**config.mk**
```make
export PLATFORM = sky130hd
export DESIGN_NAME = dda_line_pixel_rasterizer_flat
export DESIGN_NICKNAME = d
export VERILOG_FILES = /design/src/rtl/dda_pkg.sv /design/src/rtl/dda_if.sv /design/src/rtl/dda_sub.sv /design/src/rtl/dda_line_pixel_rasterizer.sv /design/src/flat_wrapper.sv
export SDC_FILE = /design/constraint.sdc
export NUM_CORES = 2
export LEC_CHECK = 0
export ABC_CLOCK_PERIOD_IN_PS = 11100
export BUFFER_PORTS_ARGS = -buffer_cell sky130_fd_sc_hd__buf_2
export CORE_MARGIN = 2
export CORE_UTILIZATION = 60
export CTS_BUF_LIST = sky130_fd_sc_hd__clkbuf_2 sky130_fd_sc_hd__clkbuf_4 sky130_fd_sc_hd__clkbuf_8
export CTS_CLUSTER_SIZE = 24
export DETAILED_ROUTE_END_ITERATION = 16
export HOLD_SLACK_MARGIN = 0.12
export PLACE_DENSITY = 0.85
export SLEW_MARGIN = 20
export SYNTH_ARGS = -nofsm -noshare
export SYNTH_HDL_FRONTEND = slang
export SYNTH_SLANG_ARGS = --single-unit
```
**constraint.sdc**
```tcl
create_clock -name clk -period 11.1 [get_ports clk]
set_input_delay 0.555 -clock clk [delete_from_list [all_inputs] [get_ports clk]]
set_output_delay 0.555 -clock clk [all_outputs]
set_load 0.05 [all_outputs]
```
**src/rtl/dda_pkg.sv**
```systemverilog
`timescale 1ns / 1ps
`default_nettype none
// ----------------------------------------------------------------------------
// dda_pkg
// Shared types and constants of the DDA line pixel rasterizer.
// ----------------------------------------------------------------------------
package dda_pkg;

  // request opcode
  typedef enum logic {
    OP_START = 1'b0,
    OP_STEP  = 1'b1
  } op_t;

  // configuration register indexes
  localparam int CFG_IDX_W  = 2;
  localparam int CFG_DATA_W = 32;

  typedef enum logic [CFG_IDX_W-1:0] {
    CFG_IMAGE_BASE     = 2'd0,
    CFG_ROW_BYTES      = 2'd1,
    CFG_BITS_PER_PIXEL = 2'd2,
    CFG_UNUSED         = 2'd3
  } cfg_idx_t;

  // fixed field widths
  localparam int ADDR_W   = 32;
  localparam int COLOR_W  = 32;
  localparam int STRIDE_W = 16;
  localparam int BPP_W    = 6;

  // bits_per_pixel after reset
  localparam logic [BPP_W-1:0] BPP_RESET = 6'd32;

endpackage : dda_pkg
`default_nettype wire

```
**src/rtl/dda_if.sv**
```systemverilog
`timescale 1ns / 1ps
`default_nettype none
// ----------------------------------------------------------------------------
// dda_in_if / dda_out_if
// Valid/ready channels for line requests and emitted pixels.
// ----------------------------------------------------------------------------
interface dda_in_if import dda_pkg::*; #(
  parameter int COORD_BITS = 12
) ();
  logic                  valid;
  logic                  ready;
  op_t                   op;
  logic [COORD_BITS-1:0] start_x;
  logic [COORD_BITS-1:0] start_y;
  logic [COORD_BITS-1:0] end_x;
  logic [COORD_BITS-1:0] end_y;
  logic [COLOR_W-1:0]    color;

  modport source (output valid, op, start_x, start_y, end_x, end_y, color,
                  input ready);
  modport sink   (input valid, op, start_x, start_y, end_x, end_y, color,
                  output ready);
endinterface : dda_in_if

interface dda_out_if import dda_pkg::*; #(
  parameter int COORD_BITS = 12
) ();
  logic                  valid;
  logic                  ready;
  logic [COORD_BITS-1:0] pixel_x;
  logic [COORD_BITS-1:0] pixel_y;
  logic [ADDR_W-1:0]     byte_address;
  logic [COLOR_W-1:0]    pixel_value;
  logic                  last;

  modport source (output valid, pixel_x, pixel_y, byte_address, pixel_value, last,
                  input ready);
  modport sink   (input valid, pixel_x, pixel_y, byte_address, pixel_value, last,
                  output ready);
endinterface : dda_out_if
`default_nettype wire

```
**src/rtl/dda_sub.sv**
```systemverilog
`timescale 1ns / 1ps
`default_nettype none
// ----------------------------------------------------------------------------
// dda_sub
// Shared subtract/compare unit: one trial subtraction per cycle for the
// restoring square root and the restoring divider.
// ----------------------------------------------------------------------------
module dda_sub #(
  parameter int W = 15
) (
  input  logic [W-1:0] a,
  input  logic [W-1:0] b,
  output logic [W-1:0] diff,
  output logic         ge
);

  logic [W:0] full;

  // borrow out of the top bit means a < b
  assign full = {1'b0, a} - {1'b0, b};
  assign diff = full[W-1:0];
  assign ge   = ~full[W];

endmodule : dda_sub
`default_nettype wire

```
**src/rtl/dda_line_pixel_rasterizer.sv**
```systemverilog
`timescale 1ns / 1ps
`default_nettype none
// ----------------------------------------------------------------------------
// dda_line_pixel_rasterizer
// DDA line rasterizer: a start request computes the pixel count and the
// fixed-point per-pixel increments; each step request while a line is active
// emits one pixel with its frame buffer byte address.
// ----------------------------------------------------------------------------
//  Channel  Dir  Handshake        Payload
//  in_ch    in   valid/ready      op, start_x, start_y, end_x, end_y, color
//  out_ch   out  valid/ready      pixel_x, pixel_y, byte_address, pixel_value, last
//  cfg_*    in   write enable     cfg_index, cfg_data (image_base, row_bytes, bpp)
//
//  Start request: squaring of both deltas, root iterations, then divide
//  iterations for x and then y (a zero length line skips the divides); root
//  and divide iterations share the one subtractor. Step request: round,
//  then address multiply. in_ch.ready is high only between requests;
//  a pixel waits in the output register and holds the address stage while
//  out_ch.ready is low. Reset (rst_n, synchronous) leaves no line active.
// ----------------------------------------------------------------------------
module dda_line_pixel_rasterizer import dda_pkg::*; #(
  parameter int COORD_BITS = 12,
  parameter int FRAC_BITS  = 16
) (
  input  logic                  clk,
  input  logic                  rst_n,
  input  logic                  cfg_we,
  input  logic [CFG_IDX_W-1:0]  cfg_index,
  input  logic [CFG_DATA_W-1:0] cfg_data,
  dda_in_if.sink                in_ch,
  dda_out_if.source             out_ch
);

  localparam int C      = COORD_BITS;
  localparam int F      = FRAC_BITS;
  localparam int PW     = C + F;          // position width
  localparam int RW     = 2 * C + 2;      // radicand width
  localparam int W      = C + 3;          // shared unit width
  localparam int QW     = F + 1;          // quotient width
  localparam int IW     = F + 2;          // signed increment width
  localparam int N_ROOT = C + 1;
  localparam int N_DIV  = C + F;
  localparam int CNT_W  = $clog2(N_DIV + 1);
  localparam logic [PW:0]      HALF     = (PW+1)'(1) << (F - 1);
  localparam logic [CNT_W-1:0] ROOT_END = CNT_W'(N_ROOT - 1);
  localparam logic [CNT_W-1:0] DIV_END  = CNT_W'(N_DIV - 1);

  typedef enum logic [2:0] {
    S_IDLE,
    S_SQX,
    S_SQY,
    S_ROOT,
    S_DIVX,
    S_DIVY,
    S_ADDR
  } state_t;

  state_t            state_r;
  logic [PW-1:0]     pos_x_r, pos_y_r;
  logic [IW-1:0]     inc_x_r, inc_y_r;
  logic [C:0]        remaining_r;
  logic [COLOR_W-1:0] color_r;
  logic [C-1:0]      adx_r, ady_r;
  logic              neg_x_r, neg_y_r;
  logic [RW-1:0]     rad_r;
  logic [W-1:0]      rem_r;
  logic [C:0]        root_r;
  logic [PW-1:0]     dvd_r;
  logic [QW-1:0]     quo_r;
  logic [CNT_W-1:0]  cnt_r;
  logic [C-1:0]      px_r, py_r;
  logic              last_r;

  logic [ADDR_W-1:0]   base_r;
  logic [STRIDE_W-1:0] row_bytes_r;
  logic [BPP_W-1:0]    bpp_r;

  logic                out_valid_r;
  logic [C-1:0]        out_x_r, out_y_r;
  logic [ADDR_W-1:0]   out_addr_r;
  logic [COLOR_W-1:0]  out_color_r;
  logic                out_last_r;

  // request handshake
  logic in_fire;
  assign in_ch.ready = (state_r == S_IDLE);
  assign in_fire     = in_ch.valid & in_ch.ready;

  // endpoint deltas as magnitude and sign
  logic [C:0] dx_raw, dy_raw, dx_mag, dy_mag;
  assign dx_raw = {1'b0, in_ch.end_x} - {1'b0, in_ch.start_x};
  assign dy_raw = {1'b0, in_ch.end_y} - {1'b0, in_ch.start_y};
  assign dx_mag = dx_raw[C] ? -dx_raw : dx_raw;
  assign dy_mag = dy_raw[C] ? -dy_raw : dy_raw;

  // squaring multiplier, one delta per cycle
  logic [C-1:0]   mul_op;
  logic [2*C-1:0] prod;
  assign mul_op = (state_r == S_SQX) ? adx_r : ady_r;
  assign prod   = mul_op * mul_op;

  // shared subtractor operands: root trial or divisor
  logic [W-1:0] sub_a, sub_b, sub_diff;
  logic         sub_ge;
  always_comb begin
    if (state_r == S_ROOT) begin
      sub_a = {rem_r[W-3:0], rad_r[RW-1 -: 2]};
      sub_b = {root_r, 2'b01};
    end else begin
      sub_a = {rem_r[W-2:0], dvd_r[PW-1]};
      sub_b = W'(remaining_r);
    end
  end

  dda_sub #(.W(W)) u_sub (
    .a    (sub_a),
    .b    (sub_b),
    .diff (sub_diff),
    .ge   (sub_ge)
  );

  logic [C:0]    root_nxt;
  logic [QW-1:0] quo_nxt;
  logic [IW-1:0] quo_s;
  assign root_nxt = {root_r[C-1:0], sub_ge};
  assign quo_nxt  = {quo_r[QW-2:0], sub_ge};
  assign quo_s    = {1'b0, quo_nxt};

  // rounding of the current position (position is never negative)
  logic [PW:0] rnd_x, rnd_y;
  assign rnd_x = {1'b0, pos_x_r} + HALF;
  assign rnd_y = {1'b0, pos_y_r} + HALF;

  // position advance
  logic [PW-1:0] pos_x_nxt, pos_y_nxt;
  assign pos_x_nxt = pos_x_r + {{(PW-IW){inc_x_r[IW-1]}}, inc_x_r};
  assign pos_y_nxt = pos_y_r + {{(PW-IW){inc_y_r[IW-1]}}, inc_y_r};

  // byte address
  logic [C+STRIDE_W-1:0] row_off;
  logic [C+2:0]          col_off;
  logic [ADDR_W-1:0]     addr;
  assign row_off = py_r * row_bytes_r;
  assign col_off = px_r * bpp_r[BPP_W-1:3];
  assign addr    = base_r + ADDR_W'(row_off) + ADDR_W'(col_off);

  logic out_free;
  logic out_load;
  assign out_free = ~out_valid_r | out_ch.ready;
  assign out_load = (state_r == S_ADDR) & out_free;

  // sequencer, datapath and output register
  always_ff @(posedge clk) begin
    if (!rst_n) begin
      state_r     <= S_IDLE;
      remaining_r <= '0;
      out_valid_r <= 1'b0;
      base_r      <= '0;
      row_bytes_r <= '0;
      bpp_r       <= BPP_RESET;
    end else begin
      // configuration writes
      if (cfg_we) begin
        case (cfg_index)
          CFG_IMAGE_BASE:     base_r      <= cfg_data[ADDR_W-1:0];
          CFG_ROW_BYTES:      row_bytes_r <= cfg_data[STRIDE_W-1:0];
          CFG_BITS_PER_PIXEL: bpp_r       <= cfg_data[BPP_W-1:0];
          default: ;
        endcase
      end

      // output register: load a new pixel or drain the held one
      if (out_load) begin
        out_valid_r <= 1'b1;
        out_x_r     <= px_r;
        out_y_r     <= py_r;
        out_addr_r  <= addr;
        out_color_r <= color_r;
        out_last_r  <= last_r;
      end else if (out_ch.ready) begin
        out_valid_r <= 1'b0;
      end

      unique case (state_r)
        S_IDLE: begin
          if (in_fire && in_ch.op == OP_START) begin
            pos_x_r <= {in_ch.start_x, {F{1'b0}}};
            pos_y_r <= {in_ch.start_y, {F{1'b0}}};
            adx_r   <= dx_mag[C-1:0];
            ady_r   <= dy_mag[C-1:0];
            neg_x_r <= dx_raw[C];
            neg_y_r <= dy_raw[C];
            color_r <= in_ch.color;
            state_r <= S_SQX;
          end else if (in_fire && remaining_r != '0) begin
            px_r        <= rnd_x[PW-1:F];
            py_r        <= rnd_y[PW-1:F];
            last_r      <= (remaining_r == (C+1)'(1));
            pos_x_r     <= pos_x_nxt;
            pos_y_r     <= pos_y_nxt;
            remaining_r <= remaining_r - (C+1)'(1);
            state_r     <= S_ADDR;
          end
        end
        S_SQX: begin
          rad_r   <= RW'(prod);
          state_r <= S_SQY;
        end
        S_SQY: begin
          rad_r   <= rad_r + RW'(prod);
          rem_r   <= '0;
          root_r  <= '0;
          cnt_r   <= '0;
          state_r <= S_ROOT;
        end
        S_ROOT: begin
          // one root bit per cycle
          root_r <= root_nxt;
          rad_r  <= rad_r << 2;
          if (cnt_r == ROOT_END) begin
            remaining_r <= root_nxt;
            rem_r       <= '0;
            quo_r       <= '0;
            cnt_r       <= '0;
            dvd_r       <= {adx_r, {F{1'b0}}};
            if (root_nxt == '0) begin
              inc_x_r <= '0;
              inc_y_r <= '0;
              state_r <= S_IDLE;
            end else begin
              state_r <= S_DIVX;
            end
          end else begin
            rem_r <= sub_ge ? sub_diff : sub_a;
            cnt_r <= cnt_r + CNT_W'(1);
          end
        end
        S_DIVX, S_DIVY: begin
          // one quotient bit per cycle
          if (cnt_r == DIV_END) begin
            rem_r <= '0;
            quo_r <= '0;
            cnt_r <= '0;
            if (state_r == S_DIVX) begin
              inc_x_r <= neg_x_r ? -quo_s : quo_s;
              dvd_r   <= {ady_r, {F{1'b0}}};
              state_r <= S_DIVY;
            end else begin
              inc_y_r <= neg_y_r ? -quo_s : quo_s;
              state_r <= S_IDLE;
            end
          end else begin
            rem_r <= sub_ge ? sub_diff : sub_a;
            quo_r <= quo_nxt;
            dvd_r <= dvd_r << 1;
            cnt_r <= cnt_r + CNT_W'(1);
          end
        end
        S_ADDR: begin
          if (out_free) begin
            state_r <= S_IDLE;
          end
        end
        default: state_r <= S_IDLE;
      endcase
    end
  end

  // result channel
  assign out_ch.valid        = out_valid_r;
  assign out_ch.pixel_x      = out_x_r;
  assign out_ch.pixel_y      = out_y_r;
  assign out_ch.byte_address = out_addr_r;
  assign out_ch.pixel_value  = out_color_r;
  assign out_ch.last         = out_last_r;

endmodule : dda_line_pixel_rasterizer
`default_nettype wire
```
**src/flat_wrapper.sv**
```systemverilog
// flat-port wrapper written by rule: the top's interface ports become plain ports
module dda_line_pixel_rasterizer_flat import dda_pkg::*;
#(
  parameter int COORD_BITS = 12,
  parameter int FRAC_BITS  = 16
)
  (clk, rst_n, cfg_we, cfg_index, cfg_data, in_ch_valid, in_ch_op, in_ch_start_x, in_ch_start_y, in_ch_end_x, in_ch_end_y, in_ch_color, in_ch_ready, out_ch_valid, out_ch_pixel_x, out_ch_pixel_y, out_ch_byte_address, out_ch_pixel_value, out_ch_last, out_ch_ready);
  dda_in_if #(.COORD_BITS(COORD_BITS)) in_ch_i ();
  dda_out_if #(.COORD_BITS(COORD_BITS)) out_ch_i ();
  input  logic clk;
  input  logic rst_n;
  input  logic cfg_we;
  input  logic [CFG_IDX_W-1:0] cfg_index;
  input  logic [CFG_DATA_W-1:0] cfg_data;
  input wire logic [$bits(in_ch_i.valid)-1:0] in_ch_valid;
  input wire logic [$bits(in_ch_i.op)-1:0] in_ch_op;
  input wire logic [$bits(in_ch_i.start_x)-1:0] in_ch_start_x;
  input wire logic [$bits(in_ch_i.start_y)-1:0] in_ch_start_y;
  input wire logic [$bits(in_ch_i.end_x)-1:0] in_ch_end_x;
  input wire logic [$bits(in_ch_i.end_y)-1:0] in_ch_end_y;
  input wire logic [$bits(in_ch_i.color)-1:0] in_ch_color;
  output wire logic [$bits(in_ch_i.ready)-1:0] in_ch_ready;
  output wire logic [$bits(out_ch_i.valid)-1:0] out_ch_valid;
  output wire logic [$bits(out_ch_i.pixel_x)-1:0] out_ch_pixel_x;
  output wire logic [$bits(out_ch_i.pixel_y)-1:0] out_ch_pixel_y;
  output wire logic [$bits(out_ch_i.byte_address)-1:0] out_ch_byte_address;
  output wire logic [$bits(out_ch_i.pixel_value)-1:0] out_ch_pixel_value;
  output wire logic [$bits(out_ch_i.last)-1:0] out_ch_last;
  input wire logic [$bits(out_ch_i.ready)-1:0] out_ch_ready;
  assign in_ch_i.valid = in_ch_valid;
  assign in_ch_i.op = in_ch_op;
  assign in_ch_i.start_x = in_ch_start_x;
  assign in_ch_i.start_y = in_ch_start_y;
  assign in_ch_i.end_x = in_ch_end_x;
  assign in_ch_i.end_y = in_ch_end_y;
  assign in_ch_i.color = in_ch_color;
  assign in_ch_ready = in_ch_i.ready;
  assign out_ch_valid = out_ch_i.valid;
  assign out_ch_pixel_x = out_ch_i.pixel_x;
  assign out_ch_pixel_y = out_ch_i.pixel_y;
  assign out_ch_byte_address = out_ch_i.byte_address;
  assign out_ch_pixel_value = out_ch_i.pixel_value;
  assign out_ch_last = out_ch_i.last;
  assign out_ch_i.ready = out_ch_ready;
  dda_line_pixel_rasterizer #(.COORD_BITS(COORD_BITS), .FRAC_BITS(FRAC_BITS)) u_core (.clk(clk), .rst_n(rst_n), .cfg_we(cfg_we), .cfg_index(cfg_index), .cfg_data(cfg_data), .in_ch(in_ch_i), .out_ch(out_ch_i));
endmodule
```
==> flow_summary.yaml <==
clocking:
  cts_buffer_depth: 3
  cts_made_buffers: 73
  clock_latency_ps: 710
  cts_max_level: 3
  cts_resized: 0
  cts_tree: "yes"
  post_cts_buffers: 0
  ctsRootBufferMaster: "clkbuf_8"
  clk_pin_slew_ps: 60
  clock-sinks: 418
yosys:
  yosys_most_used_dff: "edfxtp_1"
  synth-seq-area-share_pct: 33.8
  ys_ff_latch: 418
  synthCells: 3609
  synth_area_um2: 35200
  synth.net_count: 4298
  synth_edf_count: 350
  synth_cell_types: 100
  avgSynthCellArea_um2: 9.75
  synthArstFlopShare_pct: 0
  yosysWarnings: 0
route:
  wl_per_cell_um: 18.4
  drt_pass1_iterations: 6
  wl_um: 86100
  ant_nets: 0
  routed_via_density: 5.85
  via_count: 27400
  drc: 0
  drtIter0Drc: 2532
run_status:
  status: "finished, final reports clean"
placement:
  dp.cells: 4480
  dp_slack_ps: 1950
  portBuffers: 210
  hpwl_um: 63000
  gp_routability_congestion: 0.910
die:
  rows: 88
  die-area_um2: 60600
  dieWidth_um: 246
  die_h_um: 246
  initial_core_util_pct: 60.8
  pin_count: 211
  coreArea_um2: 57800
worst_setup_path:
  cp-end-kind: "flip-flop"
  critPathMaxFanout: 23
  arrival_ps: 9740
  critical_path_class: "flip-flop to flip-flop"
  max_stage_delay_ps: 770
  crit_top_cell: "inv_1"
  critPathLaunchType: "flip-flop"
  crit_slowest_cell: "and3_1"
  cp.required_ps: 11530
timing:
  rsz0062_at_grt: "false"
  worst_pin_slew_ps: 1040
  slew_headroom_pct: 30.4
  period_needed_ps: 9320
  slew_viol_final: 0
  finalSetupTns_ps: 0
  worst_slack_ps: 1780
  final_hold_viol_count: 0
  finalCritPeriodShare_pct: 84.0
  setup_viol: 0
  max_freq_ghz: 0.107
  skew_ps: 58.2
grt:
  overflow: 0
  grtUsageTotal_pct: 29.0
  grt_pass1_wl_um: 140000
  antenna_found_initial: 5
  grt_pass1_vias: 27400
  grt_max_degree: 81
final_layout:
  layout-drive-gt1-share_pct: 10.9
  final_common_cell: "inv_1"
  layoutNonFillerInstCount: 4683
  fillers: 4292
  mostFrequentLayoutCells: "inv_1 (472), nand2_1 (462), edfxtp_1 (350)"
  syn2layout_area_growth_pct: 11.3
  final_nets: 4541
hold_path:
  hp-class: "primary input to flip-flop"
run:
  max_cap_viol_count: 0
-- routing by layer --
layer	part of all wire, %	wire length [um]	global-route usage (%)	vias to the layer above
met5	0.034	29	0	-
met4	3.4	2940	11.6	4
met3	8.6	7440	5.34	214
met2	47	40600	47.5	1212
met1	41	35000	38.2	13200
li1	-	-	-	12800
-- kinds of logic (layout without fill, tap and decap cells) --
logic type               Yosys count  in the layout  share of synthesized area [%]
adder cells (fa/ha/maj)          569            569                           26.4
other                              0              6                              0
AO/OA/AOI/OAI                    655            655                           12.2
buffers and inverters            602            905                           6.47
XOR/XNOR                         175            175                           4.38
flip-flops                       418            418                           33.8
AND/OR/NAND/NOR                 1132           1132                           15.1
multiplexers                      58             58                           1.70
-- state kept, by name (all words and copies together) (netlist names), 5 cells and up --
signal	flops
u_core.out_ch.pixel_value	32
u_core.adx_r	12
u_core.inc_y_r	18
u_core.rem_r	14
u_core.ady_r	12
u_core.remaining_r	13
u_core.py_r	12
u_core.root_r	13
u_core.base_r	32
u_core.out_ch.pixel_y	12
u_core.out_ch.pixel_x	12
u_core.cnt_r	5
u_core.quo_r	16
u_core.color_r	32
u_core.rad_r	26
u_core.row_bytes_r	16
u_core.inc_x_r	18
u_core.px_r	12
u_core.pos_x_r	28
u_core.out_ch.byte_address	32
u_core.pos_y_r	28
u_core.dvd_r	12
-- layout make-up --
| type | instances | area, um^2 | area share (%) |
|---|---|---|---|
| multi-input cells | 2589 | 21100 | 53.9 |
| flip-flops and latches | 418 | 11900 | 30.3 |
| repair buffers | 291 | 1810 | 4.64 |
| inverters | 479 | 1800 | 4.59 |
| clock buffers | 94 | 1190 | 3.05 |
| well taps | 765 | 957 | 2.45 |
| clock inverters | 41 | 403 | 1.03 |
| diodes | 6 | 15.0 | 0.0384 |
-- worst paths after layout --
kind,start,end,slack (ps),cells after the start
setup reg to reg,u_core.state_r[0]$_SDFFE_PN0P_,u_core.rad_r[23]$_DFFE_PP_,1780,30
setup / recovery,u_core.state_r[0]$_SDFFE_PN0P_,u_core.rad_r[23]$_DFFE_PP_,1780,30
hold / removal,cfg_data[15],u_core.row_bytes_r[15]$_SDFFE_PN0P_,160,3
hold reg to reg,u_core.color_r[30]$_DFFE_PP_,u_core.out_ch.pixel_value[30]$_DFFE_PP_,410,0
-- Yosys cell counts (all sizes together), types with 13 or more instances --
| library cell | count | area, um^2 |
|---|---|---|
| nor4 | 21 | 138 |
| nor2 | 229 | 860 |
| nand2 | 462 | 1730 |
| nor3 | 68 | 357 |
| o21bai | 23 | 173 |
| a21o | 54 | 407 |
| nor2b | 20 | 125 |
| fa | 288 | 5770 |
| o21ai | 111 | 556 |
| or3 | 18 | 114 |
| a211oi | 24 | 185 |
| o21a | 31 | 234 |
| and3 | 66 | 414 |
| clkbuf | 105 | 394 |
| edfxtp | 350 | 10500 |
| a31oi | 26 | 163 |
| a221oi | 16 | 140 |
| nand2b | 25 | 156 |
| buf | 18 | 85.1 |
| nand3 | 49 | 245 |
| mux2 | 13 | 146 |
| inv | 473 | 1780 |
| ha | 281 | 3520 |
| o31ai | 19 | 156 |
| a21oi | 242 | 1220 |
| mux2i | 45 | 450 |
| and2 | 110 | 688 |
| dfxtp | 68 | 1360 |
| xnor2 | 125 | 1100 |
| xor2 | 50 | 438 |
| o211ai | 20 | 155 |
-- what timing repair did --
action / in CTS / in global routing
hold endpoints to repair: 72 / 0
hold buffers: 62 / 0
setup endpoints to repair: 0 / 0
-- stage by stage --
step	utilization [%]	instance area (um^2)	hold slack, ps
2_1_floorplan	-	35200	400
3_3_place_gp	63.8	36900	400
3_5_place_dp	63.8	36900	405
4_1_cts	67.7	39100	121
5_1_grt	67.7	39100	163
6_report	67.7	39100	160
-- critical path: cells and delay by family, from the launching register on --
family          cells  cell delay (ps)
fa+ha+maj           7             3200
flops               1              710
mux                 2              870
compound gates      7             1620
simple gates        7             1900
xor+xnor            1              170
buf+inv             6              600
Power is not shown: default switching activity piles up to over one toggle a cycle in this logic, so the estimate is an artifact.
